==> src/rtl/ldc_pkg.sv <==
package ldc_pkg;

  // Sizes of the classifier.
  localparam int MAX_BANDS   = 8;
  localparam int MAX_CLASSES = 16;
  localparam int BAND_IW     = $clog2(MAX_BANDS);

  // Field widths.
  localparam int PIX_W   = 16;
  localparam int WGT_W   = 16;
  localparam int VAL_W   = 35;
  localparam int PROD_W  = WGT_W + PIX_W + 1;
  localparam int DIST_W  = VAL_W + 1;
  localparam int MODE_W  = 2;
  localparam int SLOT_W  = 4;
  localparam int CLS_W   = 4;
  localparam int BCNT_W  = 4;
  localparam int CCNT_W  = 5;

  // Configuration port.
  localparam int CFG_IDX_W  = 1;
  localparam int CFG_DATA_W = 5;

  // Minimum search: groups of candidates reduced in the first merge stage.
  localparam int GRP  = 4;
  localparam int NGRP = MAX_CLASSES / GRP;

  // Pipeline stages from the input register through the last merge stage.
  localparam int STAGES = 8;

  typedef logic [MODE_W-1:0] mode_t;
  localparam mode_t MODE_CLASSIFY    = 2'd0;
  localparam mode_t MODE_LOAD_WEIGHT = 2'd1;
  localparam mode_t MODE_LOAD_CENTRE = 2'd2;

  typedef logic [CFG_IDX_W-1:0] cfg_idx_t;
  localparam cfg_idx_t REG_BAND_COUNT  = 1'd0;
  localparam cfg_idx_t REG_CLASS_COUNT = 1'd1;

  // One class candidate: its distance to the projection and its index.
  typedef struct packed {
    logic              vld;
    logic [DIST_W-1:0] distance;
    logic [CLS_W-1:0]  id;
  } cand_t;

  // Keep a unless b is valid and strictly nearer, so ties go to the lower index.
  function automatic cand_t pick(cand_t a, cand_t b);
    cand_t r;
    r = (b.vld && (!a.vld || (b.distance < a.distance))) ? b : a;
    return r;
  endfunction

endpackage

==> src/rtl/ldc_min_merge.sv <==
module ldc_min_merge (
  input  logic                      clk_i,
  input  ldc_pkg::cand_t            cand_i [ldc_pkg::MAX_CLASSES],
  input  logic                      en_i,
  output logic [ldc_pkg::CLS_W-1:0] class_id_o
);

  localparam int GRP  = ldc_pkg::GRP;
  localparam int NGRP = ldc_pkg::NGRP;

  ldc_pkg::cand_t grp_d [NGRP];
  ldc_pkg::cand_t grp_q [NGRP];
  ldc_pkg::cand_t best_d;
  ldc_pkg::cand_t best_q;

  // First stage: the nearest candidate in each group, scanned in index order.
  always_comb begin
    for (int g = 0; g < NGRP; g++) begin
      grp_d[g] = cand_i[g*GRP];
      for (int k = 1; k < GRP; k++) begin
        grp_d[g] = ldc_pkg::pick(grp_d[g], cand_i[g*GRP+k]);
      end
    end
  end

  // Second stage: the nearest of the group winners. With no valid candidate
  // the first entry stays, which carries index zero.
  always_comb begin
    best_d = grp_q[0];
    for (int g = 1; g < NGRP; g++) begin
      best_d = ldc_pkg::pick(best_d, grp_q[g]);
    end
  end

  always_ff @(posedge clk_i) begin
    grp_q <= grp_d;
    if (en_i) begin
      best_q <= best_d;
    end
  end

  assign class_id_o = best_q.id;

endmodule

==> config.mk <==
export PLATFORM = sky130hd
export DESIGN_NAME = ldc_min_merge
export DESIGN_NICKNAME = d
export VERILOG_FILES = /design/src/rtl/ldc_pkg.sv /design/src/rtl/ldc_min_merge.sv
export SDC_FILE = /design/constraint.sdc
export NUM_CORES = 1
export LEC_CHECK = 0
export BUFFER_PORTS_ARGS = -buffer_cell sky130_fd_sc_hd__buf_2
export CAP_MARGIN = 10
export CORE_MARGIN = 4
export CORE_UTILIZATION = 35
export CTS_BUF_LIST = sky130_fd_sc_hd__clkbuf_8
export DETAILED_ROUTE_END_ITERATION = 8
export GPL_ROUTABILITY_DRIVEN = 1
export PLACE_DENSITY_LB_ADDON = 0.1
export SYNTH_ARGS = -nofsm -noshare
export SYNTH_HDL_FRONTEND = slang
export SYNTH_SLANG_ARGS = --single-unit
==> constraint.sdc <==
create_clock -name clk_i -period 10.8 [get_ports clk_i]
set_input_delay 3.24 -clock clk_i [delete_from_list [all_inputs] [get_ports clk_i]]
set_output_delay 3.24 -clock clk_i [all_outputs]
set_load 0.02 [all_outputs]
==> results of run 1 <==
-- report_power, final --
part	leakage, nW	internal, W	total [W]	switching (W)
Combinational	14.6	0.00111	0.00251	0.00140
Sequential	1.42	0.000776	0.000882	0.000106
Clock	0.214	0.000215	0.000486	0.000271
Total	16.3	0.00211	0.00388	0.00177
-- flip-flops by register name, summed over array words and instances, names as in the netlist --
signal and count:
class_id_o 4, grp_q 164
-- cells by family (layout without fill, tap and decap cells) --
logic type               after synthesis  in the layout  share of synthesized area (%)
buffers and inverters                545           1352                           9.32
AO/OA/AOI/OAI                        536            537                           14.3
AND/OR/NAND/NOR                      530            530                           11.5
adder cells (fa/ha/maj)              525            525                           28.2
multiplexers                         486            486                           22.1
flip-flops                           168            168                           14.6
other                                  0             41                              0
-- synth_stat cells (15+ instances only) --
library cell,count
nor3_1,50
inv_1,480
o211ai_1,15
nor2_1,114
mux2_1,18
o21ai_0,152
nand2_1,120
mux2i_1,281
clkbuf_1,24
nand4_1,99
ha_1,525
mux2_2,182
a21oi_1,166
nand3_1,40
a21o_1,41
a211oi_1,42
buf_2,19
nand2b_1,24
dfxtp_1,164
-- metrics by stage --
step	setup TNS (ns)	area [sq um]	worst slack [ns]	power, W	hold WS [ns]
floorplan	0	23300	0.260	0.00245	0.509
global placement	-28.84	28800	-0.518	0.00333	0.520
detailed placement	-30.12	28800	-0.569	0.00338	0.522
CTS	0	29200	0.0144	0.00389	0.550
global route	0	29400	0.00626	0.00424	0.571
finish	0	29500	0.293	0.00388	0.547
-- path summary, 6_finish.rpt --
check,endpoint,startpoint
hold / removal,class_id_o[3],grp_q[3]
hold reg to reg,class_id_o[3],grp_q[3]
setup reg to reg,class_id_o[2],grp_q[161]
setup / recovery,grp_q[17],cand_i[117]
-- layout make-up --
type / instances / area (sq um)
diodes: 41 / 103
repair buffers: 840 / 4760
clock buffers: 17 / 234
inverters: 480 / 1800
flip-flops and latches: 168 / 3400
fillers: 6725 / 36400
multi-input cells: 2078 / 17900
well taps: 864 / 1080
clock inverters: 15 / 186
-- layer usage --
metal	global-route usage, %	vias up	part of all wire [%]	wire [um]
met2	43.1	628	46	44300
li1	-	11716	-	-
met4	7.20	24	2.5	2410
met5	0	-	0.18	175
met3	4.67	128	5.3	5050
met1	33.8	10888	46	43700
-- timing repair --
action	CTS	global route
buffers inserted	0	10
pin swaps	0	2
resized for setup	1	22
cloned	0	1
endpoints found under the setup margin	1	83
==> metrics.txt, run 1 <==
CTS tree=yes; max cap viols=0; port bufs=661; status=finished, final reports clean; hold buffers post-CTS=0; RSZ-0062 raised after global routing=false; Worst R2R Setup Slack=1.64 ns; htree depth=4; number of I/O pins=662; Hold Vio Cnt, Final=0; WL final=95600 um; largest vdd supply drop=76.3 uV; Slew Limit Headroom=49.9%; routed vias/inst=5.19; final cell count without fillers=4503; FF+latch count, synth=168; Final Cycle Share=97.3%; Pre-antenna DRT Iters=5; placed cells=4419; vias in the first global route=23771; routability cong.=0.998; total CTS buffers=17; final net count=4768; Setup CP Type=primary input to flop; Syn Area/Cell=8.35 sq um; CP endpoint kind=flop; ys async rst share=0%; DRC Markers=0; clock skew=0.0120 ns; pwr/cell area=132 nW/um^2; worst hold path type=flop to flop; R2R depth=28; initial drt markers=1255; Slowest cell on crit path=or4_4; crit path buf inv count=4; hold depth=1; WP data required=11.20 ns; placed wire-length estimate=86300 um; total core area=65900 sq um; Tmin final=10.51 ns; most frequent cells in the layout=buf_2 (661), ha_1 (525), inv_1 (481); Die W=266 um; cell count after synthesis=2790; Post-synth top flop=dfxtp_1; Root Buffer=clkbuf_8; Initial Utilization=35.4%; synth-to-layout area growth=26.5%; Clock transition at path regs=0.09 ns; global-route usage over all layers=25.7%; initial antenna violation count=63; GRT Residual Overflow=0; post-route ant nets=0; Syn. warnings=0; worst slew pin tran=0.733 ns; global-route wire length before repair=140000 um; final core utilization=44.7%; top-area cell type share of the netlist area=28.2%; WP depth=29; Site Rows=94; Slew Viols, Final=0; Peak Freq=95.2 MHz; Crit path arrival time=10.90 ns; clk_lat worst skew=0.51 ns; Worst setup SP type=primary input; Seq/Total Area, Yosys=14.6%; Synthesized Nets=3973; Final Setup Violations=0; Post-synth EDFFs=4; synth top area cells=ha_1 (28%), dfxtp_1 (14%), mux2i_1 (12%); commonest non-fill, non-tap cell in the layout=buf_2; Top Family by Delay on Critical Path=simple AND/OR/NAND/NOR gates; CP max FO=17; CTS Sinks=168; Cell Area, Synth=23300 sq um; vias=23384; pin count of the biggest net entering global routing=40; Die H=266 um; Max clock buf depth=2; crit-path max cell delay=0.61 ns; Netlist cell types=80; share of cells above drive strength 1=30.4%; die footprint=70800 sq um; DR WL/cell=21.2 um; Pleak=16.3 nW; leading area contributor after synthesis=ha_1
Note: power is estimated with default switching activity, not from simulation.
==> inputs of run 2 (changes only) <==
--- a/config.mk
+++ b/config.mk
@@ -11,7 +11,7 @@
 export CORE_UTILIZATION = 35
 export CTS_BUF_LIST = sky130_fd_sc_hd__clkbuf_8
 export DETAILED_ROUTE_END_ITERATION = 8
-export GPL_ROUTABILITY_DRIVEN = 1
+export GPL_ROUTABILITY_DRIVEN = 0
 export PLACE_DENSITY_LB_ADDON = 0.1
 export SYNTH_ARGS = -nofsm -noshare
 export SYNTH_HDL_FRONTEND = slang
==> constraint.sdc (replaced) <==
create_clock -name clk_i -period 10.8 [get_ports clk_i]
set_input_delay 3.24 -clock clk_i [delete_from_list [all_inputs] [get_ports clk_i]]
set_output_delay 3.24 -clock clk_i [all_outputs]
set_load 0.1 [all_outputs]
==> run 2 against run 1 <==
Effect of this change: first-iteration DRC count decreased by 13%; utilization decreased by 0.64 points; clock skew increased by 0.0033 ns; critical path depth increased by 1; largest power group unchanged.
==> metrics.txt, run 2 (synthesis results as in run 1) <==
P_int=0.00204 W; Hold Vio Cnt, Final=0; setup_tns=0 ns; dpl cell area=28500 sq um; vias in the first global route=23452; WL final=91000 um; largest vdd supply drop=103 uV; hold buffers post-CTS=0; CTS Sinks=168; Worst R2R Setup Slack=1.54 ns; clk_lat worst skew=0.53 ns; combinational share of power=66.0%; global-route wire length before repair=134000 um; Clock transition at path regs=0.09 ns; Setup CP Type=primary input to flop; share of cells above drive strength 1=29.4%; crit path from=cand_i[117]; GRT Residual Overflow=0; sequential share of power=23.0%; DR WL/cell=20.5 um; commonest non-fill, non-tap cell in the layout=buf_2; routed vias/inst=5.17; Max clock buf depth=2; Slew Limit Headroom=32.1%; worst slew pin tran=1.02 ns; Final Setup Violations=0; pwr/cell area=132 nW/um^2; die footprint=70800 sq um; Site Rows=94; clock skew=0.0153 ns; WP data required=11.20 ns; pin count of the biggest net entering global routing=51; DRC Markers=0; Worst setup SP type=primary input; Tmin final=10.55 ns; global-route usage over all layers=24.4%; initial antenna violation count=44; initial drt markers=1091; Top reg by flops=grp_q; worst hold path type=flop to flop; CP max FO=19; Top cell by count, worst path=nand4_1; Finished Cell Area=29000 sq um; Final Cycle Share=97.7%; post-route ant nets=0; Pre-antenna DRT Iters=5; synth-to-layout area growth=24.6%; htree depth=4; placed wire-length estimate=81900 um; status=finished, final reports clean; Peak Freq=94.8 MHz; port bufs=661; CTS tree=yes; vias=22974; Die W=266 um; total CTS buffers=17; total core area=65900 sq um; Net Sw Frac=46.9%; Clock Power Share=11.0%; Reg-to-Reg Start=grp_q[161]; sw power=0.00180 W; Root Buffer=clkbuf_8; Slowest cell on crit path=or4_4; most frequent cells in the layout=buf_2 (661), ha_1 (525), inv_1 (481); CP endpoint kind=flop; max cap viols=0; Pleak=16.0 nW; Crit path arrival time=10.96 ns; max FFs per register=164; Initial Utilization=35.4%; Slew Viols, Final=0; final net count=4724; crit-path max cell delay=0.62 ns; hold wc startpoint=grp_q[1]; number of I/O pins=662; Die H=266 um
## run 2: cell types whose count changed in the layout (fill, tap and decap cells not counted), moves of 3 or more
cell       change
buf_6          -3
nor4_1         +4
diode_2       -11
inv_8          -3
a2111oi_1      -3
buf_12         +3
buf_4         -45
nor4_2         -4
## run 2: timing repair
item                       4_1_cts  5_1_grt
resized for setup                0       15
setup endpoints to repair        0       80
buffers inserted                 0        6
## run 2: per-layer routing
metal | vias up | global-route usage, % | part of all wire [%]
li1 | 11606 | - | -
met1 | 10579 | 31.9 | 46
met2 | 632 | 40.6 | 45
met3 | 135 | 4.05 | 4.9
met4 | 22 | 8.42 | 3.3
met5 | - | 0 | 0.13
## run 2: per-stage QoR
step           power (W)  utilization, %  setup WS (ns)  instances  hold WS (ns)
2_1_floorplan    0.00250               -          0.260       2790         0.509
3_3_place_gp     0.00334            43.3         -0.539       4379         0.523
3_5_place_dp     0.00340            43.3         -0.519       4379         0.527
4_1_cts          0.00385            43.8         0.0579       4411         0.552
5_1_grt          0.00419            44.1        -0.0172       4439         0.576
6_report         0.00383            44.1          0.246       4448         0.548
## run 2: critical path, delay by kind of cell
family | cells | cell delay (ns)
buffers and inverters | 5 | 0.82
adder cells (fa/ha/maj) | 3 | 0.67
AND/OR/NAND/NOR | 12 | 3.59
multiplexers | 3 | 1.01
AO/OA/AOI/OAI | 7 | 1.62
## run 2: power groups by stage
| stage | Clock, W | Combinational [W] | Sequential [W] |
|---|---|---|---|
| floorplan | 0 | 0.00160 | 0.000895 |
| global placement | 0 | 0.00244 | 0.000896 |
| detailed placement | 0 | 0.00251 | 0.000892 |
| CTS | 0.000446 | 0.00253 | 0.000882 |
| global route | 0.000464 | 0.00283 | 0.000896 |
| finish | 0.000421 | 0.00253 | 0.000882 |
## run 2: worst paths after layout
| check | end | cells past startpoint |
|---|---|---|
| worst min register to register | class_id_o[1] | 1 |
| worst max-delay path | grp_q[5] | 30 |
| worst min-delay path | class_id_o[1] | 1 |
| worst max register to register | class_id_o[3] | 30 |
## run 2: layout make-up
type	instances	area, sq um
fill	6703	36800
multi-input combinational	2078	17900
timing repair buffer	796	4470
sequential	168	3400
inverter	480	1800
tap	864	1080
clock buffer	19	262
clock inverter	13	93.8
antenna	30	75.1
