`src/rtl/ldc_pkg.sv`:
```
package ldc_pkg;

  // Sizes of the classifier.
  localparam int MAX_BANDS   = 8;
  localparam int MAX_CLASSES = 16;
  localparam int BAND_IW     = $clog2(MAX_BANDS);

  // Field widths.
  localparam int PIX_W   = 16;
  localparam int WGT_W   = 16;
  localparam int VAL_W   = 35;
  localparam int PROD_W  = WGT_W + PIX_W + 1;
  localparam int DIST_W  = VAL_W + 1;
  localparam int MODE_W  = 2;
  localparam int SLOT_W  = 4;
  localparam int CLS_W   = 4;
  localparam int BCNT_W  = 4;
  localparam int CCNT_W  = 5;

  // Configuration port.
  localparam int CFG_IDX_W  = 1;
  localparam int CFG_DATA_W = 5;

  // Minimum search: groups of candidates reduced in the first merge stage.
  localparam int GRP  = 4;
  localparam int NGRP = MAX_CLASSES / GRP;

  // Pipeline stages from the input register through the last merge stage.
  localparam int STAGES = 8;

  typedef logic [MODE_W-1:0] mode_t;
  localparam mode_t MODE_CLASSIFY    = 2'd0;
  localparam mode_t MODE_LOAD_WEIGHT = 2'd1;
  localparam mode_t MODE_LOAD_CENTRE = 2'd2;

  typedef logic [CFG_IDX_W-1:0] cfg_idx_t;
  localparam cfg_idx_t REG_BAND_COUNT  = 1'd0;
  localparam cfg_idx_t REG_CLASS_COUNT = 1'd1;

  // One class candidate: its distance to the projection and its index.
  typedef struct packed {
    logic              vld;
    logic [DIST_W-1:0] distance;
    logic [CLS_W-1:0]  id;
  } cand_t;

  // Keep a unless b is valid and strictly nearer, so ties go to the lower index.
  function automatic cand_t pick(cand_t a, cand_t b);
    cand_t r;
    r = (b.vld && (!a.vld || (b.distance < a.distance))) ? b : a;
    return r;
  endfunction

endpackage

```
`src/rtl/ldc_mul_lane.sv`:
```
module ldc_mul_lane (
  input  logic                              clk_i,
  input  logic signed [ldc_pkg::WGT_W-1:0]  weight_i,
  input  logic [ldc_pkg::PIX_W-1:0]         pix_i,
  output logic signed [ldc_pkg::PROD_W-1:0] prod_o
);

  logic signed [ldc_pkg::PROD_W-1:0] prod_d;
  logic signed [ldc_pkg::PROD_W-1:0] prod_q;

  // Signed weight times the band value, taken as a positive number.
  assign prod_d = weight_i * $signed({1'b0, pix_i});

  always_ff @(posedge clk_i) begin
    prod_q <= prod_d;
  end

  assign prod_o = prod_q;

endmodule

```
`config.mk`:
```
export PLATFORM = sky130hd
export DESIGN_NAME = ldc_mul_lane
export DESIGN_NICKNAME = d
export VERILOG_FILES = /design/src/rtl/ldc_pkg.sv /design/src/rtl/ldc_mul_lane.sv
export SDC_FILE = /design/constraint.sdc
export NUM_CORES = 1
export LEC_CHECK = 0
export ABC_CLOCK_PERIOD_IN_PS = 5900
export CAP_MARGIN = 10
export CORE_MARGIN = 2
export CORE_UTILIZATION = 29
export CTS_BUF_LIST = sky130_fd_sc_hd__clkbuf_4 sky130_fd_sc_hd__clkbuf_8 sky130_fd_sc_hd__clkbuf_16
export DETAILED_ROUTE_END_ITERATION = 10
export DONT_BUFFER_PORTS = 1
export GPL_TIMING_DRIVEN = 0
export PLACE_DENSITY = 0.42
export REMOVE_ABC_BUFFERS = 1
export SYNTH_ARGS = -nofsm -noshare
export SYNTH_HDL_FRONTEND = slang
export SYNTH_SLANG_ARGS = --single-unit
export TNS_END_PERCENT = 10
```
`constraint.sdc`:
```
create_clock -name clk_i -period 5.9 [get_ports clk_i]
set_clock_uncertainty 0.05 [all_clocks]
set_input_delay 1.18 -clock clk_i [delete_from_list [all_inputs] [get_ports clk_i]]
set_output_delay 1.18 -clock clk_i [all_outputs]
set_load 0.01 [all_outputs]
```
==> metrics.md, run 1 <==
| Metric | Value |
|---|---|
| Status | `finished, violations left` |
| Violated checks | `negative setup slack` |
| Core occupancy in the finished layout | `32.08%` |
| Maximum number of pins on one net before global-route repair | `17` |
| Most common cell after layout, fill and taps aside | `inv_1` |
| Number of max-slew violations in the final report | `0` |
| Gate Count Post-Synth | `1082` |
| Aggregate global routing overflow | `0` |
| Setup-violating endpoint count in the final report | `2` |
| IO Port Bufs | `0` |
| Async S/R FF share, synth | `0%` |
| Routed wirelength normalized by instance count | `around 17 µm` |
| Wire length of the first global-routing pass | `41040 µm` |
| Worst-margin pin slew | `0.4760 ns` |
| Commonest cells after routing, fill and taps aside | `inv_1, fa_1, nand2_1` |
| FILL cells | `approximately 3.5k` |
| Clock tree from TritonCTS | `done` |
| Die footprint | `34680 µm²` |
| Count of vias placed by the detailed router | `6839` |
| Cell Area, Synth | `9630 µm²` |
| Hold WC Path Type | `input port to register` |
| Critical path class | `input port to register` |
| Mean instance size in the synthesized netlist | `8.901 µm²` |
| Number of antenna violations at the first check in global routing | `1` |
| Initial DRC Count | `211` |
| Detailed placer's ending HPWL | `around 20000 µm` |
| Chip height | `186.2 µm` |
| Number of enable-type register cells in the synthesized netlist | `0` |
| Core ar. | `32620 µm²` |
| # IOs | `66` |
| Number of buffers added to fix hold violations after cts | `0` |
| Part of the Yosys area used for sequential elements | `just under 7%` |
| Initial Util | `~30%` |
| H-tree level count | `2` |
| Number of flip-flops and latches in the synthesized netlist | `33` |
| Clock transition at the register clock pins on the worst setup and hold paths after CTS | `~0.060 ns` |
| Total number of placement rows | `66` |
| Final Critical Period | `6.013 ns` |
| Critical path capture point type | `register` |
| Clock Sinks | `33` |
| Number of nets with antenna violations after detailed routing | `0` |
| Clock buffers created by TritonCTS | `5` |
| Routed wire length | `24890 µm` |
| Crit path setup slack, layout | `-0.1130 ns` |
| TritonRoute pass-1 iters | `4` |
| Drc violations | `0` |
| Setup repair after global routing missed its margin | `true` |
| Final hold violations | `0` |
| Required time of the worst setup path | `6.02 ns` |
| Nets@finish | `~1.4k` |
| Commonest register cell after synthesis | `dfxtp_1` |
| Clock root cell | `clkbuf_16` |
| Maximum operating frequency | `166.3 MHz` |
| Worst Path Max Fanout | `16` |
| Fraction of the cycle the final worst path needs | `101.9%` |
| Gp weighted congestion | `0.8008` |
| Via count normalized by instance count | `4.578` |
| Share of cells above drive strength 1 | `5.328%` |
| Area added between synthesis and finish | `8.639%` |
| Final Hold Slack | `0.9802 ns` |
| Count of different cell masters after synthesis | `43` |
| Synth warn | `0` |
| Relative slew slack | `68.02%` |
| Critical Path AT | `6.13 ns` |
| Max-capacitance violation count | `0` |
| Via count of the first global-routing pass | `around 7.4k` |
| Number of flip-flops in the largest register | `33` |
| Die X | `186.2 µm` |
| GRT Util Overall | `approximately 15%` |
| Startpoint type of the worst setup path | `input port` |
| Maximum buffer depth of the clock tree | `2` |
## stage by stage
stage | cell area, µm² | cells | setup TNS (ns) | setup WS [ns]
5_1_grt | 10460 | 1494 | -1.140 | -0.2834
4_1_cts | 10370 | 1493 | -0.2381 | -0.1127
6_report | 10460 | 1494 | -0.1538 | -0.1130
2_1_floorplan | 9444 | 1038 | -0.9305 | -0.2083
3_3_place_gp | 9997 | 1480 | -9.211 | -0.9493
3_5_place_dp | 9997 | 1480 | -9.293 | -0.9750
## synth_stat cells (all sizes together), types with 4 or more instances
cell type	instances	share of area, %
a21o	8	0.62
dfxtp	33	6.9
nand2	142	5.5
o21bai	5	0.39
a21oi	25	1.3
o211ai	7	0.65
nor2	18	0.70
nand4	10	0.65
buf	7	0.49
nand2b	9	0.58
xor2	13	1.2
and2	117	7.6
nor2b	4	0.26
o21ai	17	0.88
ha	122	16
xnor2	17	1.5
fa	194	40
clkbuf	37	1.4
nand3	5	0.26
a31oi	8	0.52
inv	258	10
## what timing repair did
item                                    CTS  global route
endpoints found under the setup margin   14            12
resized for setup                        34            19
pin swaps                                23             4
buffers inserted                          5             0
## critical path, cell delays in order
cell      delay, ns
and2_1         0.15
fa_1           0.53
inv_1          0.05
fa_1           0.46
fa_1           0.51
fa_1           0.54
inv_1          0.05
fa_1           0.51
fa_1           0.46
ha_4           0.35
o21ai_1        0.08
o211ai_1       0.33
a31oi_2        0.17
o211ai_1       0.18
buf_4          0.16
nor2b_4        0.14
nand4_1        0.10
o311a_1        0.15
## final timing paths
path | start | end | slack, ns | cells after the start
min | weight_i[0] | prod_o[0]$_DFF_P_ | 0.98 | 1
max | weight_i[4] | prod_o[31]$_DFF_P_ | -0.11 | 18
## layer usage
layer	GRT usage, %	share of wire [%]	vias to the layer above
met5	0	0	-
met2	26.13	48	132
met1	21.32	47	3524
met4	1.858	0.76	0
met3	2.064	4.5	15
li1	-	-	3168
## area by class of cell
| class | instances | area [µm²] | share of cell area (%) |
|---|---|---|---|
| Antenna cell | 1 | 2.502 | 0.02392 |
| Clock buffer | 5 | 125.1 | 1.196 |
| Clock inverter | 3 | 46.29 | 0.4425 |
| Inverter | 259 | 977.2 | 9.340 |
| Multi-Input combinational cell | 746 | 8060 | 77.04 |
| Sequential cell | 33 | 660.6 | 6.314 |
| Tap cell | 442 | 553.0 | 5.286 |
| Timing Repair Buffer | 5 | 37.54 | 0.3588 |
## cells by family after synthesis
| group | share of synthesized area, % |
|---|---|
| and+or+nand+nor | 16.01 |
| adders and majority gates | 56.18 |
| buffers and inverters | 12.03 |
| DFF | 6.860 |
| AOI/OAI and AO/OA | 6.197 |
| xor gates and xnor gates | 2.728 |
Power of run 1 is left out: the tool's default activity adds up to more than one toggle a clock period on the data nets, which glitch-free logic cannot reach.
==> run 2, diff against run 1 <==
RECOVER_POWER = 100   (was not set)
==> run 2 against run 1 <==
Against the previous run: the flow still finishes with violations (negative setup slack); final cell count unchanged; clock-buffer cell count unchanged; via count decreased by 0.42%; sequential cell count unchanged; die area unchanged; critical path type unchanged; sequential share of layout area about the same; fmax increased by 0.33%; critical path depth is the same; first-iteration DRC count rose by 1.9%; core utilization fell by 0.12 points; design area down 0.38%; worst setup slack better by 0.020 ns.
==> metrics.md, run 2 (synthesis gave the netlist of run 1 again) <==
| Metric | Value |
|---|---|
| Status | `finished, violations left` |
| Violated checks | `negative setup slack` |
| GRT Util Overall | `15.33% (unchanged)` |
| Clock buffers created by TritonCTS | `5 (unchanged)` |
| Clock tree from TritonCTS | `done` |
| Core ar. | `32620 µm² (unchanged)` |
| Maximum number of pins on one net before global-route repair | `17 (unchanged)` |
| Startpoint type of the worst setup path | `input port` |
| Hold WC Path Type | `input port to register` |
| Die X | `186.2 µm (unchanged)` |
| Critical path capture point | `prod_o[31]$_DFF_P_` |
| Gp weighted congestion | `0.8008 (unchanged)` |
| Die footprint | `34680 µm² (unchanged)` |
| TritonRoute pass-1 iters | `4 (unchanged)` |
| Chip height | `186.2 µm (unchanged)` |
| Critical path capture point type | `register` |
| Clock root cell | `clkbuf_16` |
| Number of buffers added to fix hold violations after cts | `0 (unchanged)` |
| Start point of the critical path | `weight_i[4]` |
| Most common cell after layout, fill and taps aside | `inv_1` |
| FILL cells | `3499 (+0.29%)` |
| Worst-margin pin slew | `0.5363 ns (+0.06034 ns)` |
| Critical path class | `input port to register` |
| Aggregate global routing overflow | `0 (unchanged)` |
| Initial DRC Count | `215 (+1.9%)` |
| Max-capacitance violation count | `0 (unchanged)` |
| Commonest cells after routing, fill and taps aside | `inv_1, fa_1, nand2_1` |
| Maximum operating frequency | `166.9 MHz (+0.33%)` |
| IO Port Bufs | `0 (unchanged)` |
| Routed wirelength normalized by instance count | `16.67 µm (about the same)` |
| Count of vias placed by the detailed router | `6810 (-0.42%)` |
| Drc violations | `0 (unchanged)` |
| Number of antenna violations at the first check in global routing | `1 (unchanged)` |
| Via count of the first global-routing pass | `7409 (unchanged)` |
| Core occupancy in the finished layout | `31.95% (-0.12 points)` |
| Maximum buffer depth of the clock tree | `2 (unchanged)` |
| Relative slew slack | `64.25% (-3.8 points)` |
| Worst Path Max Fanout | `16 (unchanged)` |
| Number of max-slew violations in the final report | `0 (unchanged)` |
| Detailed placer's ending HPWL | `20360 µm (unchanged)` |
| Required time of the worst setup path | `6.02 ns (about the same)` |
| Total number of placement rows | `66 (unchanged)` |
| Final Critical Period | `5.993 ns (-0.01988 ns)` |
| Fraction of the cycle the final worst path needs | `101.6% (-0.34 points)` |
| Final hold violations | `0 (unchanged)` |
| Number of flip-flops in the largest register | `33 (unchanged)` |
| Via count normalized by instance count | `4.558 (-0.42%)` |
| Share of cells above drive strength 1 | `4.757% (-0.57 points)` |
| Initial Util | `29.52% (unchanged)` |
| Crit path setup slack, layout | `-0.09308 ns (+0.01988 ns)` |
| H-tree level count | `2 (unchanged)` |
| Setup-violating endpoint count in the final report | `4 (+2)` |
| Area added between synthesis and finish | `8.224%` |
| Routed wire length | `24910 µm (about the same)` |
| Number of nets with antenna violations after detailed routing | `0 (unchanged)` |
| Wire length of the first global-routing pass | `41040 µm (unchanged)` |
| Clock Sinks | `33 (unchanged)` |
| Setup repair after global routing missed its margin | `true` |
| # IOs | `66 (unchanged)` |
| Clock transition at the register clock pins on the worst setup and hold paths after CTS | `0.06 ns (about the same)` |
| Nets@finish | `1399 (unchanged)` |
| Critical Path AT | `6.11 ns (-0.02 ns)` |
[run 2: worst min path at each step]
stage                      from                end  slack [ns]  cells past startpoint
detailed placement  weight_i[0]  prod_o[0]$_DFF_P_        1.27                      1
global placement    weight_i[0]  prod_o[0]$_DFF_P_        1.26                      1
finish              weight_i[0]  prod_o[0]$_DFF_P_        0.98                      1
floorplan           weight_i[0]  prod_o[0]$_DFF_P_        1.25                      1
global route        weight_i[0]  prod_o[0]$_DFF_P_        0.98                      1
CTS                 weight_i[0]  prod_o[0]$_DFF_P_        0.98                      1
[run 2: layout make-up]
cell class	count	area, µm²	share of cell area [%]
Multi-Input combinational cell	746	8020	76.95
Inverter	259	977.2	9.376
Sequential cell	33	660.6	6.339
Tap cell	442	553.0	5.306
Clock buffer	5	125.1	1.200
Clock inverter	3	46.29	0.4442
Timing Repair Buffer	5	37.54	0.3601
Antenna cell	1	2.502	0.02401
[run 2: worst max-delay path, stage by stage]
cell and delay (ns):
and2_1 0.15, fa_1 0.53, inv_1 0.05, fa_1 0.47, fa_1 0.51, fa_1 0.54, inv_1 0.05, fa_1 0.51
fa_1 0.46, ha_4 0.35, o21ai_1 0.08, o211ai_1 0.31, a31oi_2 0.17, o211ai_1 0.18, buf_4 0.16, nor2b_4 0.14
nand4_1 0.10, o311a_1 0.15
[run 2: repair_timing]
item | 4_1_cts | 5_1_grt
endpoints found under the setup margin | 14 | 12
buffers inserted | 5 | 0
gates resized for setup | 34 | 19
pin swaps | 23 | 4
[run 2: metal layers]
layer,GRT usage (%),up-vias,routed length (µm)
met3,2.064,15,1110
met2,26.13,121,11980
met4,1.858,0,178
met1,21.32,3507,11640
li1,-,3167,-
met5,0,-,0
[run 2: metrics by stage]
stage / setup TNS [ns] / hold slack (ns) / cell area [µm²] / instances / setup slack (ns)
after floorplan: -0.9305 / 1.252 / 9444 / 1038 / -0.2083
after global placement: -9.211 / 1.260 / 9997 / 1480 / -0.9493
after detailed placement: -9.293 / 1.267 / 9997 / 1480 / -0.9750
after CTS: -0.2381 / 0.9779 / 10370 / 1493 / -0.1127
after global routing: -1.666 / 0.9760 / 10420 / 1494 / -0.2834
final: -0.1254 / 0.9800 / 10420 / 1494 / -0.09308
Power of run 2 is left out for the same reason.
