$ cat src/rtl/ldc_pkg.sv
package ldc_pkg;

  // Sizes of the classifier.
  localparam int MAX_BANDS   = 8;
  localparam int MAX_CLASSES = 16;
  localparam int BAND_IW     = $clog2(MAX_BANDS);

  // Field widths.
  localparam int PIX_W   = 16;
  localparam int WGT_W   = 16;
  localparam int VAL_W   = 35;
  localparam int PROD_W  = WGT_W + PIX_W + 1;
  localparam int DIST_W  = VAL_W + 1;
  localparam int MODE_W  = 2;
  localparam int SLOT_W  = 4;
  localparam int CLS_W   = 4;
  localparam int BCNT_W  = 4;
  localparam int CCNT_W  = 5;

  // Configuration port.
  localparam int CFG_IDX_W  = 1;
  localparam int CFG_DATA_W = 5;

  // Minimum search: groups of candidates reduced in the first merge stage.
  localparam int GRP  = 4;
  localparam int NGRP = MAX_CLASSES / GRP;

  // Pipeline stages from the input register through the last merge stage.
  localparam int STAGES = 8;

  typedef logic [MODE_W-1:0] mode_t;
  localparam mode_t MODE_CLASSIFY    = 2'd0;
  localparam mode_t MODE_LOAD_WEIGHT = 2'd1;
  localparam mode_t MODE_LOAD_CENTRE = 2'd2;

  typedef logic [CFG_IDX_W-1:0] cfg_idx_t;
  localparam cfg_idx_t REG_BAND_COUNT  = 1'd0;
  localparam cfg_idx_t REG_CLASS_COUNT = 1'd1;

  // One class candidate: its distance to the projection and its index.
  typedef struct packed {
    logic              vld;
    logic [DIST_W-1:0] distance;
    logic [CLS_W-1:0]  id;
  } cand_t;

  // Keep a unless b is valid and strictly nearer, so ties go to the lower index.
  function automatic cand_t pick(cand_t a, cand_t b);
    cand_t r;
    r = (b.vld && (!a.vld || (b.distance < a.distance))) ? b : a;
    return r;
  endfunction

endpackage

$ cat src/rtl/ldc_dist_lane.sv
module ldc_dist_lane (
  input  logic                             clk_i,
  input  logic signed [ldc_pkg::VAL_W-1:0] proj_i,
  input  logic signed [ldc_pkg::VAL_W-1:0] centre_i,
  input  logic                             use_i,
  input  logic [ldc_pkg::CLS_W-1:0]        id_i,
  output ldc_pkg::cand_t                   cand_o
);

  localparam int VW = ldc_pkg::VAL_W;
  localparam int DW = ldc_pkg::DIST_W;

  logic signed [DW-1:0] diff;
  logic [DW-1:0]        mag;
  ldc_pkg::cand_t       cand_q;

  // One bit wider than the operands, so the difference and its magnitude fit.
  assign diff = $signed({proj_i[VW-1], proj_i}) - $signed({centre_i[VW-1], centre_i});
  assign mag  = diff[DW-1] ? DW'(-diff) : DW'(diff);

  always_ff @(posedge clk_i) begin
    cand_q.vld      <= use_i;
    cand_q.distance <= mag;
    cand_q.id       <= id_i;
  end

  assign cand_o = cand_q;

endmodule

$ cat config.mk
export PLATFORM = sky130hd
export DESIGN_NAME = ldc_dist_lane
export DESIGN_NICKNAME = d
export VERILOG_FILES = /design/src/rtl/ldc_pkg.sv /design/src/rtl/ldc_dist_lane.sv
export SDC_FILE = /design/constraint.sdc
export NUM_CORES = 1
export LEC_CHECK = 0
export BUFFER_PORTS_ARGS = -buffer_cell sky130_fd_sc_hd__buf_4
export CELL_PAD_IN_SITES_DETAIL_PLACEMENT = 1
export CELL_PAD_IN_SITES_GLOBAL_PLACEMENT = 1
export CORE_ASPECT_RATIO = 1.1
export CORE_MARGIN = 1.5
export CORE_UTILIZATION = 42
export CTS_CLUSTER_SIZE = 14
export DETAILED_ROUTE_END_ITERATION = 12
export MAX_ROUTING_LAYER = met4
export PLACE_DENSITY_LB_ADDON = 0.1
export SYNTH_ARGS = -nofsm -noshare
export SYNTH_HDL_FRONTEND = slang
export SYNTH_SLANG_ARGS = --single-unit
export TNS_END_PERCENT = 20
$ cat constraint.sdc
create_clock -name clk_i -period 7.6 [get_ports clk_i]
set_input_delay 1.9 -clock clk_i [delete_from_list [all_inputs] [get_ports clk_i]]
set_output_delay 1.9 -clock clk_i [all_outputs]
set_load 0.02 [all_outputs]
==> results of run 1 <==
-- layer usage --
metal / vias up / global-route usage, % / part of all wire (%)
met5: - / - / 0
met4: 0 / 5.82 / 1.3
met3: 14 / 2.02 / 3.5
met2: 107 / 41.6 / 50
met1: 1997 / 29.6 / 45
li1: 2092 / - / -
-- final timing paths --
path                       from                     to  slack (ns)
worst max-delay path  proj_i[0]  cand_o[39]$_SDFF_PP0_        2.61
worst min-delay path    id_i[1]      cand_o[1]$_DFF_P_        1.70
-- area by class of cell --
class | count | area (um2) | area share (%)
tap | 117 | 146 | 2.89
clock buffer | 5 | 68.8 | 1.36
sequential | 41 | 821 | 16.2
clock inverter | 3 | 21.3 | 0.419
multi-input combinational | 417 | 2970 | 58.6
inverter | 46 | 173 | 3.40
timing repair buffer | 116 | 871 | 17.2
-- report_power, final --
part           switching (mW)  internal, mW
Sequential             0.0234         0.282
Clock                  0.0784        0.0651
Combinational           0.327         0.240
-- logic make-up (layout without fill, tap and decap cells) --
group | count (synthesis) | in the layout | synth area share (%)
xor+xnor | 52 | 52 | 11.0
compound gates | 161 | 161 | 26.9
flops | 41 | 41 | 19.9
mux | 2 | 2 | 0.485
simple gates | 165 | 165 | 22.1
buf+inv | 65 | 170 | 8.18
fa+ha+maj | 37 | 37 | 11.4
-- placed cells by master, fill, tap and decap left out, types with 5 or more instances in the layout --
cell	count
buf_4	116
nor3_1	12
inv_1	46
o21ai_0	31
o21a_1	8
nand2b_1	5
a31oi_1	8
clkbuf_8	5
or3_1	7
nor2_1	32
o21ai_1	8
a21o_1	12
dfxtp_1	41
xnor2_1	37
xor2_1	15
nand4_1	13
nand2_1	41
ha_1	36
nand3_1	10
a21oi_1	45
and2_1	8
and4_1	5
o211ai_1	5
==> key figures, run 1 <==
Outcome
  • Status: completed

Run
  • MaxCap Viol Count: 0

Setup path
  • Critical path class: input pin to flop
  • Critical path's largest stage delay: 0.48 ns
  • Startpoint Class: input pin
  • Req. time, crit path: 7.81 ns
  • Slowest-stage cell, CP: nor3_1
  • Most frequent CP cell: inv_1
  • CP top delay family: simple AND/OR/NAND/NOR gates
  • Critical path cell sequence: buf_4 > inv_1 > ha_1 > inv_1 > fa_1 > a21o_1 > nand4_1 > a21boi_1 > o21ai_0 > a211o_1 > o311ai_1 > nor3_1 > nand3_1 > nor2_1 > nor4b_2
  • Crit Path Max Fanout: 6
  • CP Data Arrival Time: about 5.2 ns
  • Crit path buffers/inverters: 3
  • Crit. End Element: flop
  • Crit path depth: 15

Synth
  • YS warnings: 0
  • Mapped Cells: between 500 and 600
  • Area leader, netlist: dfxtp_1
  • Yosys top cell area share: between 10% and 20%
  • Avg Cell Area, Syn: ~7.9 um2
  • Commonest cells in the netlist: inv_1 (46), a21oi_1 (45), dfxtp_1 (41), nand2_1 (41), xnor2_1 (37)
  • Synth unique cells: 74
  • Ys flop type: dfxtp_1
  • Flops & latches, synth: 41
  • Seq/Total Area, Yosys: 19.9%
  • Most common cell in the netlist: inv_1
  • Syn nets: 636
  • EDFF count, synth: 0
  • Mapped Area: just over 0.004 mm2
  • Post-synthesis async set-or-reset flop share: 0%
  • Synth area leaders: dfxtp_1 (20%), ha_1 (11%), xnor2_1 (7.8%)

CTS
  • Num CTS Buffers: 5
  • Post-cts repair resize count: 0
  • Clock Tree Buf Depth: 2
  • CTS tree: done
  • Max H-tree Level: 2
  • # hold bufs at CTS: 0
  • Num Clock Sinks: 41
  • CTS Root Cell: clkbuf_8
  • Setup bufs post-CTS: 0
  • CTS clk-pin slew, worst paths: 0.08 ns

GRT
  • First-pass GRT wire length: ~20 mm
  • Initial antenna violation count: 0
  • Vias in the first global route: about 4.2k
  • Largest net degree at the start of global routing: 20
  • GRT overflow: 0
  • GR Util All Layers: between 20% and 30%

Layout
  • Max reg flops: roughly 40
  • Layout area overhead: 22.8%
  • Filler cells: ~1.2k
  • Post-Layout Cell Count: approximately 750
  • Nets: 740
  • N_diodes: 0
  • Layout Utilization: a little over half
  • Layout cells sized above 1: between 20 and 30%
  • Post-route cell area: slightly above 0.005 mm2

Route
  • Per-cell routed wire length: roughly 16 um
  • Drt pass-1 iters: 4
  • Post-route ant nets: 0
  • Vias per cell: 5.65
  • Via count: between 4k and 5k
  • WL final: 12.3 mm
  • Residual DRC count: 0
  • DRT iter0 DRCs: 99

Floorplanning
  • Die X: around 100 um
  • Core Footprint: between 0.009 and 0.01 mm2
  • DIE HEIGHT: between 100 and 150 um
  • Full die area: roughly 0.010 mm2
  • Starting Density: a little over two fifths
  • Io pins: 117
  • Std-Cell Rows: 37

Timing
  • Final Hold Fails: 0
  • Count of final setup violators: 0
  • Worst slew pin tran: roughly 0.95 ns
  • Relative slew slack: between 30% and 40%
  • Hold_ws: 1.70 ns
  • Final worst-path cycle share: 65.6%
  • Min Tclk post-route: between 4 and 5 ns
  • Slew Limit Fails: 0
  • RSZ-0062 raised after global routing: no
  • TNS Setup: 0 ns
  • Final WS setup: about 2.6 ns
  • Maximum clock frequency: roughly 200 MHz

Placement
  • Cells after DPL: approximately 740
  • Final RePlAce weighted congestion: a little under 0.9
  • Port Buffers: about 120
  • Detailed-placement wirelength estimate: 10.4 mm
  • Setup slack at placement: roughly 2.4 ns
  • Placed inst area: between 0.004 and 0.005 mm2

Pwr
  • Final Power: approximately 1.0 mW
  • Leakage power: between 2 and 2.5 nW
  • Power per Cell Area: between 200 and 250 mW/mm2
  • VDD IR max: around 0.078 mV

Worst hold path
  • Hold Crit Class: input pin to flop
  • Hold Path Stages: 1
Power figures use the tool's default switching activity.
==> inputs of run 2 (changes only) <==
--- a/config.mk
+++ b/config.mk
@@ -5,12 +5,13 @@
 export SDC_FILE = /design/constraint.sdc
 export NUM_CORES = 1
 export LEC_CHECK = 0
+export ABC_AREA = 1
 export BUFFER_PORTS_ARGS = -buffer_cell sky130_fd_sc_hd__buf_4
 export CELL_PAD_IN_SITES_DETAIL_PLACEMENT = 1
 export CELL_PAD_IN_SITES_GLOBAL_PLACEMENT = 1
 export CORE_ASPECT_RATIO = 1.1
 export CORE_MARGIN = 1.5
-export CORE_UTILIZATION = 42
+export CORE_UTILIZATION = 37
 export CTS_CLUSTER_SIZE = 14
 export DETAILED_ROUTE_END_ITERATION = 12
 export MAX_ROUTING_LAYER = met4
==> constraint.sdc (replaced) <==
create_clock -name clk_i -period 4.7 [get_ports clk_i]
set_input_delay 1.175 -clock clk_i [delete_from_list [all_inputs] [get_ports clk_i]]
set_output_delay 1.175 -clock clk_i [all_outputs]
set_load 0.02 [all_outputs]
==> key figures, run 2 <==
Layout
  • Nets: 1167 (was 740)
  • Commonest non-fill, non-tap cell in the layout: nand2_1 (was buf_4)
  • Max reg flops: 41 (unchanged)
  • N_diodes: 0 (unchanged)
  • Most frequent cells in the layout: nand2_1 (348), inv_1 (197), buf_4 (116), nor2_1 (75), nand3_1 (72) (was buf_4 (116), inv_1 (46), a21oi_1 (45), nand2_1 (41), dfxtp_1 (41))
  • Layout cells sized above 1: 16.9% (was 25.2%)
  • Layout area overhead: 24.4% (was 22.8%)
  • Filler cells: 2005 (was 1199)

Floorplanning
  • Std-Cell Rows: 44 (was 37)
  • Full die area: 0.0145 mm2 (was 0.0104 mm2)
  • DIE HEIGHT: 126 um (was 107 um)
  • Io pins: 117 (unchanged)
  • Starting Density: 38.2% (was 43.7%)
  • Die X: 115 um (was 97.5 um)
  • Core Footprint: 0.0133 mm2 (was 0.00944 mm2)

Worst hold path
  • Hold Crit Class: input pin to flop (unchanged)
  • Worst hold start: id_i[1] (unchanged)
  • Hold Path Stages: 1 (unchanged)
  • Hold Path Sink: cand_o[1]$_DFF_P_ (unchanged)

Timing
  • Final Hold Fails: 0 (unchanged)
  • RSZ-0062 raised after global routing: no (unchanged)
  • Slew Limit Fails: 0 (unchanged)
  • Maximum clock frequency: between 200 and 300 MHz
  • Relative slew slack: 68.1% (was 36.6%)
  • Min Tclk post-route: between 3 and 4 ns
  • Worst slew pin tran: 0.475 ns (was 0.947 ns)
  • Final worst-path cycle share: slightly below 80%
  • Count of final setup violators: 0 (unchanged)
  • TNS Setup: 0 ns (unchanged)

Setup path
  • Req. time, crit path: 4.88 ns (was 7.81 ns)
  • Critical path class: input pin to flop (unchanged)
  • Crit. End Element: flop (unchanged)
  • Startpoint Class: input pin (unchanged)
  • Critical path's largest stage delay: 0.42 ns (was 0.48 ns)
  • Slowest-stage cell, CP: fa_1 (was nor3_1)
  • Crit path buffers/inverters: 3 (unchanged)
  • CP Data Arrival Time: 3.85 ns (was 5.19 ns)
  • CP top delay family: simple AND/OR/NAND/NOR gates (unchanged)
  • Crit Path Max Fanout: 5 (was 6)
  • Most frequent CP cell: nand2_1 (was inv_1)
  • Critical path cell sequence: buf_4 > inv_1 > ha_1 > inv_1 > fa_1 > nand2_1 > nand2_1 > nand3_2 > nand2_2 > nand2_1 > nand2_2 > nand2_1 > nand3_1 > nand2_1 > nand2_1 > nor2_1 > nand2_1 > nor2_1 > nand3_1 > nand2_1 > nand2_1 > nand2_1 > nand2_1 (was buf_4 > inv_1 > ha_1 > inv_1 > fa_1 > a21o_1 > nand4_1 > a21boi_1 > o21ai_0 > a211o_1 > o311ai_1 > nor3_1 > nand3_1 > nor2_1 > nor4b_2)

CTS
  • # hold bufs at CTS: 0 (unchanged)
  • CTS clk-pin slew, worst paths: 0.06 ns (was 0.08 ns)
  • Setup bufs post-CTS: 0 (unchanged)
  • CTS tree: done (unchanged)
  • Max H-tree Level: 2 (unchanged)
  • Clock Tree Buf Depth: 2 (unchanged)
  • Num CTS Buffers: 5 (unchanged)
  • Num Clock Sinks: 41 (unchanged)
  • CTS Root Cell: clkbuf_16 (was clkbuf_8)
  • Post-cts repair resize count: 0 (unchanged)

GRT
  • Largest net degree at the start of global routing: 27 (was 20)
  • First-pass GRT wire length: 27.1 mm (was 20.1 mm)
  • GRT overflow: 0 (unchanged)
  • Initial antenna violation count: 0 (unchanged)
  • GR Util All Layers: 23.8% (was 23.7%)
  • Vias in the first global route: 5811 (was 4231)

Placement
  • Port Buffers: 116 (unchanged)
  • Detailed-placement wirelength estimate: 14.3 mm (was 10.4 mm)
  • Final RePlAce weighted congestion: 0.916 (was 0.873)

Route
  • DRT iter0 DRCs: 171 (was 99)
  • Vias per cell: 4.73 (was 5.65)
  • Residual DRC count: 0 (unchanged)
  • Via count: 5857 (was 4210)
  • Post-route ant nets: 0 (unchanged)
  • Per-cell routed wire length: 13.1 um (was 16.5 um)
  • WL final: 16.3 mm (was 12.3 mm)
  • Drt pass-1 iters: 4 (unchanged)

Synth
  • Flops & latches, synth: 41 (unchanged)
  • Synth unique cells: 33 (was 74)
  • Yosys top cell area share: 25.7% (was 19.9%)
  • Avg Cell Area, Syn: 5.45 um2 (was 7.89 um2)
  • Mapped Cells: 934 (was 523)
  • Mapped Area: 0.00509 mm2 (was 0.00413 mm2)
  • YS warnings: 0 (unchanged)
  • Synth area leaders: nand2_1 (26%), dfxtp_1 (16%), inv_1 (15%) (was dfxtp_1 (20%), ha_1 (11%), xnor2_1 (7.8%))
  • EDFF count, synth: 0 (unchanged)
  • Ys flop type: dfxtp_1 (unchanged)
  • Syn nets: 1047 (was 636)
  • Post-synthesis async set-or-reset flop share: 0% (unchanged)
  • Seq/Total Area, Yosys: 16.1% (was 19.9%)
  • Area leader, netlist: nand2_1 (was dfxtp_1)
  • Commonest cells in the netlist: nand2_1 (348), inv_1 (197), nor2_1 (75) (was inv_1 (46), a21oi_1 (45), dfxtp_1 (41), nand2_1 (41), xnor2_1 (37))
  • Most common cell in the netlist: nand2_1 (was inv_1)

Pwr
  • Final Power: 1.88 mW (was 1.02 mW)
  • VDD IR max: 0.135 mV (was 0.0783 mV)
  • Power per Cell Area: 298 mW/mm2 (was 200 mW/mm2)
  • Leakage power: 3.80 nW (was 2.33 nW)

Run
  • MaxCap Viol Count: 0 (unchanged)

Outcome
  • Status: completed (unchanged)
-- run 2: power breakdown --
group | internal [mW] | switching (mW) | total [mW] | leakage (nW)
combinational | 0.375 | 0.659 | 1.03 | 3.37
sequential | 0.450 | 0.0289 | 0.479 | 0.346
clock | 0.246 | 0.125 | 0.371 | 0.0797
-- run 2: kinds of logic after synthesis --
| group | after synthesis | synth area share (%) |
|---|---|---|
| xor+xnor | 24 | 4.13 |
| simple gates | 570 | 48.9 |
| fa+ha+maj | 37 | 9.25 |
| compound gates | 49 | 5.58 |
| buf+inv | 213 | 16.0 |
| flops | 41 | 16.1 |
-- run 2: worst max-delay path by stage --
stage | cells past startpoint | slack (ns) | end | startpoint
2_1_floorplan | 19 | 1.34 | cand_o[36]$_DFF_P_ | proj_i[0]
3_3_place_gp | 21 | 0.88 | cand_o[31]$_DFF_P_ | proj_i[0]
3_5_place_dp | 23 | 0.80 | cand_o[35]$_DFF_P_ | proj_i[0]
4_1_cts | 19 | 1.04 | cand_o[37]$_DFF_P_ | proj_i[0]
5_1_grt | 23 | 0.59 | cand_o[35]$_DFF_P_ | proj_i[0]
6_report | 23 | 1.03 | cand_o[35]$_DFF_P_ | proj_i[0]
-- run 2: cell type report --
type | instances | area (um2) | area share (%)
flip-flops and latches | 41 | 821 | 13.0
multi-input cells | 680 | 3450 | 54.6
clock inverters | 2 | 35.0 | 0.554
clock buffers | 5 | 125 | 1.98
well taps | 184 | 230 | 3.64
inverters | 210 | 791 | 12.5
repair buffers | 116 | 871 | 13.8
-- run 2: through the flow --
step                hold WS [ns]  util, %  std cells  worst slack [ns]  cell area [um2]
global placement            1.28     46.3       1231             0.880             6170
detailed placement          1.28     46.3       1231             0.804             6170
floorplan                   1.20        -        934              1.34             5090
CTS                        0.990     47.5       1238              1.04             6330
global route               0.996     47.5       1238             0.592             6330
finish                     0.994     47.5       1238              1.03             6330
-- run 2: metal layers --
| metal | vias up | track usage, % | wire length [um] |
|---|---|---|---|
| met5 | - | - | 0 |
| met4 | 0 | 5.37 | 251 |
| met3 | 19 | 1.35 | 526 |
| met2 | 122 | 39.9 | 7560 |
| met1 | 2654 | 31.7 | 7930 |
| li1 | 3062 | - | - |
==> inputs of run 3 (changes only) <==
--- a/config.mk
+++ b/config.mk
@@ -11,7 +11,7 @@
 export CELL_PAD_IN_SITES_GLOBAL_PLACEMENT = 1
 export CORE_ASPECT_RATIO = 1.1
 export CORE_MARGIN = 1.5
-export CORE_UTILIZATION = 37
+export CORE_UTILIZATION = 33
 export CTS_CLUSTER_SIZE = 14
 export DETAILED_ROUTE_END_ITERATION = 12
 export MAX_ROUTING_LAYER = met4
==> constraint.sdc (replaced) <==
create_clock -name clk_i -period 3.1 [get_ports clk_i]
set_input_delay 0.775 -clock clk_i [delete_from_list [all_inputs] [get_ports clk_i]]
set_output_delay 0.775 -clock clk_i [all_outputs]
set_load 0.02 [all_outputs]
==> key figures, run 3 (synthesis gave the netlist of run 2 again) <==
Outcome
  • Status: completed (unchanged)

Timing
  • Final WS setup: 0.131 ns (was 1.03 ns)
  • Slew Limit Fails: 0 (unchanged)
  • Maximum clock frequency: ~340 MHz
  • Relative slew slack: 70.1% (was 68.1%)
  • RSZ-0062 raised after global routing: yes (was no)
  • Worst slew pin tran: 0.445 ns (was 0.475 ns)
  • Hold_ws: 0.589 ns (was 0.994 ns)
  • Final Hold Fails: 0 (unchanged)
  • Count of final setup violators: 0 (unchanged)
  • Final worst-path cycle share: between 90% and 100%
  • TNS Setup: 0 ns (unchanged)
  • Min Tclk post-route: slightly below 3 ns

Layout
  • Layout Utilization: 50.6% (was 47.5%)
  • Layout cells sized above 1: 31.3% (was 16.9%)
  • Nets: 1311 (was 1167)
  • N_diodes: 0 (unchanged)
  • Layout area overhead: 49.6% (was 24.4%)
  • Most frequent cells in the layout: nand2_1 (329), buf_4 (258), inv_1 (194), nand3_1 (67), nor2_1 (55) (was nand2_1 (348), inv_1 (197), buf_4 (116), nor2_1 (75), nand3_1 (72))
  • Post-Layout Cell Count: 1395 (was 1238)
  • Max reg flops: 41 (unchanged)
  • Commonest non-fill, non-tap cell in the layout: nand2_1 (unchanged)
  • Post-route cell area: 0.00761 mm2 (was 0.00633 mm2)

Setup path
  • Slowest-stage cell, CP: fa_2 (was fa_1)
  • Crit Path Max Fanout: 3 (was 5)
  • CP Data Arrival Time: 3.19 ns (was 3.85 ns)
  • Critical path's largest stage delay: 0.43 ns (was 0.42 ns)
  • Crit. End Element: flop (unchanged)
  • Most frequent CP cell: nand2_1 (unchanged)
  • Critical path class: input pin to flop (unchanged)
  • Crit path buffers/inverters: 4 (was 3)
  • Critical path cell sequence: buf_4 > inv_1 > ha_1 > inv_2 > fa_2 > inv_2 > nand2_1 > nor2_2 > nand3_1 > nor2_2 > nand3_2 > nor2_4 > nand3_2 > nor2_1 > nand3_1 > nor2_2 > nand2_1 > nand2_1 > nand2_1 > nand2_1 (was buf_4 > inv_1 > ha_1 > inv_1 > fa_1 > nand2_1 > nand2_1 > nand3_2 > nand2_2 > nand2_1 > nand2_2 > nand2_1 > nand3_1 > nand2_1 > nand2_1 > nor2_1 > nand2_1 > nor2_1 > nand3_1 > nand2_1 > nand2_1 > nand2_1 > nand2_1)
  • CP top delay family: simple AND/OR/NAND/NOR gates (unchanged)
  • Startpoint Class: input pin (unchanged)
  • Req. time, crit path: 3.32 ns (was 4.88 ns)

Worst hold path
  • Hold Path Sink: cand_o[3]$_DFF_P_ (was cand_o[1]$_DFF_P_)
  • Worst hold start: id_i[3] (was id_i[1])
  • Hold Path Stages: 1 (unchanged)
  • Hold Crit Class: input pin to flop (unchanged)

CTS
  • Num Clock Sinks: 41 (unchanged)
  • Clock Tree Buf Depth: 2 (unchanged)
  • Max H-tree Level: 2 (unchanged)
  • Num CTS Buffers: 5 (unchanged)
  • CTS tree: done (unchanged)
  • CTS Root Cell: clkbuf_16 (unchanged)
  • CTS clk-pin slew, worst paths: 0.06 ns (about the same)
  • # hold bufs at CTS: 0 (unchanged)

Route
  • Residual DRC count: 0 (unchanged)
  • Post-route ant nets: 0 (unchanged)
  • Per-cell routed wire length: 13.0 um (was 13.1 um)
  • WL final: 18.1 mm (was 16.3 mm)
  • DRT iter0 DRCs: 183 (was 171)
  • Via count: 6398 (was 5857)
  • Drt pass-1 iters: 6 (was 4)
  • Vias per cell: 4.59 (was 4.73)

Pwr
  • Sw power: 1.35 mW (was 0.813 mW)
  • Leakage power: 4.50 nW (was 3.80 nW)
  • Final Power: 3.18 mW (was 1.88 mW)
  • Internal power: 1.83 mW (was 1.07 mW)
  • Power per Cell Area: 417 mW/mm2 (was 298 mW/mm2)
  • Seq pwr share: 23.0% (was 25.4%)
  • Combinational power share: 61.6% (was 54.9%)
  • VDD IR max: 0.226 mV (was 0.135 mV)
  • Clk pwr share: 15.4% (was 19.7%)
  • Sw Ratio: 42.4% (was 43.2%)

Floorplanning
  • Full die area: 0.0162 mm2 (was 0.0145 mm2)
  • DIE HEIGHT: 133 um (was 126 um)
  • Core Footprint: 0.0151 mm2 (was 0.0133 mm2)
  • Die X: 121 um (was 115 um)
  • Starting Density: 33.8% (was 38.2%)
  • Io pins: 117 (unchanged)
  • Std-Cell Rows: 47 (was 44)

Run
  • MaxCap Viol Count: 0 (unchanged)

Placement
  • Final RePlAce weighted congestion: 0.896 (was 0.916)
  • Port Buffers: 116 (unchanged)
  • Detailed-placement wirelength estimate: 15.9 mm (was 14.3 mm)
  • Cells after DPL: 1382 (was 1231)
  • Setup slack at placement: -0.316 ns (was 0.804 ns)
  • Placed inst area: 0.00725 mm2 (was 0.00617 mm2)

GRT
  • Vias in the first global route: 6421 (was 5811)
  • Initial antenna violation count: 0 (unchanged)
  • GR Util All Layers: 23.1% (was 23.8%)
  • GRT overflow: 0 (unchanged)
  • First-pass GRT wire length: 29.6 mm (was 27.1 mm)
  • Largest net degree at the start of global routing: 19 (was 27)
run 3: worst max-delay path by stage:
stage	startpoint	end	slack (ns)	cells after the start
floorplan	proj_i[0]	cand_o[36]$_DFF_P_	0.14	19
global placement	proj_i[0]	cand_o[31]$_DFF_P_	-0.26	22
detailed placement	proj_i[0]	cand_o[31]$_DFF_P_	-0.32	22
CTS	proj_i[0]	cand_o[25]$_DFF_P_	-0.01	21
global route	proj_i[0]	cand_o[29]$_DFF_P_	-0.11	22
finish	proj_i[0]	cand_o[29]$_DFF_P_	0.13	20
run 3: cell type report:
cell class,count,area [um2]
Sequential cell,41,821
Multi-Input combinational cell,680,3640
Timing Repair Buffer,260,1980
Fill cell,2196,7440
Inverter,210,793
Tap cell,196,245
Clock buffer,8,136
run 3: per-layer routing:
layer / wire [um] / part of all wire (%) / up-vias / global-route usage, %
li1: - / - / 3350 / -
met1: 8440 / 47 / 2925 / 29.2
met2: 8890 / 49 / 105 / 40.6
met3: 472 / 2.6 / 18 / 1.03
met4: 290 / 1.6 / 0 / 5.23
met5: 0 / 0 / - / -
run 3: power groups by stage:
stage / Clock, mW / Sequential (mW) / Combinational [mW]
6_report: 0.489 / 0.729 / 1.96
5_1_grt: 0.518 / 0.740 / 2.16
4_1_cts: 0.498 / 0.733 / 1.91
3_5_place_dp: 0 / 0.738 / 1.89
3_3_place_gp: 0 / 0.736 / 1.85
2_1_floorplan: 0 / 0.930 / 0.810
run 3: what timing repair did:
item,4_1_cts,5_1_grt
gates cloned,0,0
setup buffers,0,5
resized for setup,3,60
pin swaps,0,12
setup endpoints to repair,4,20
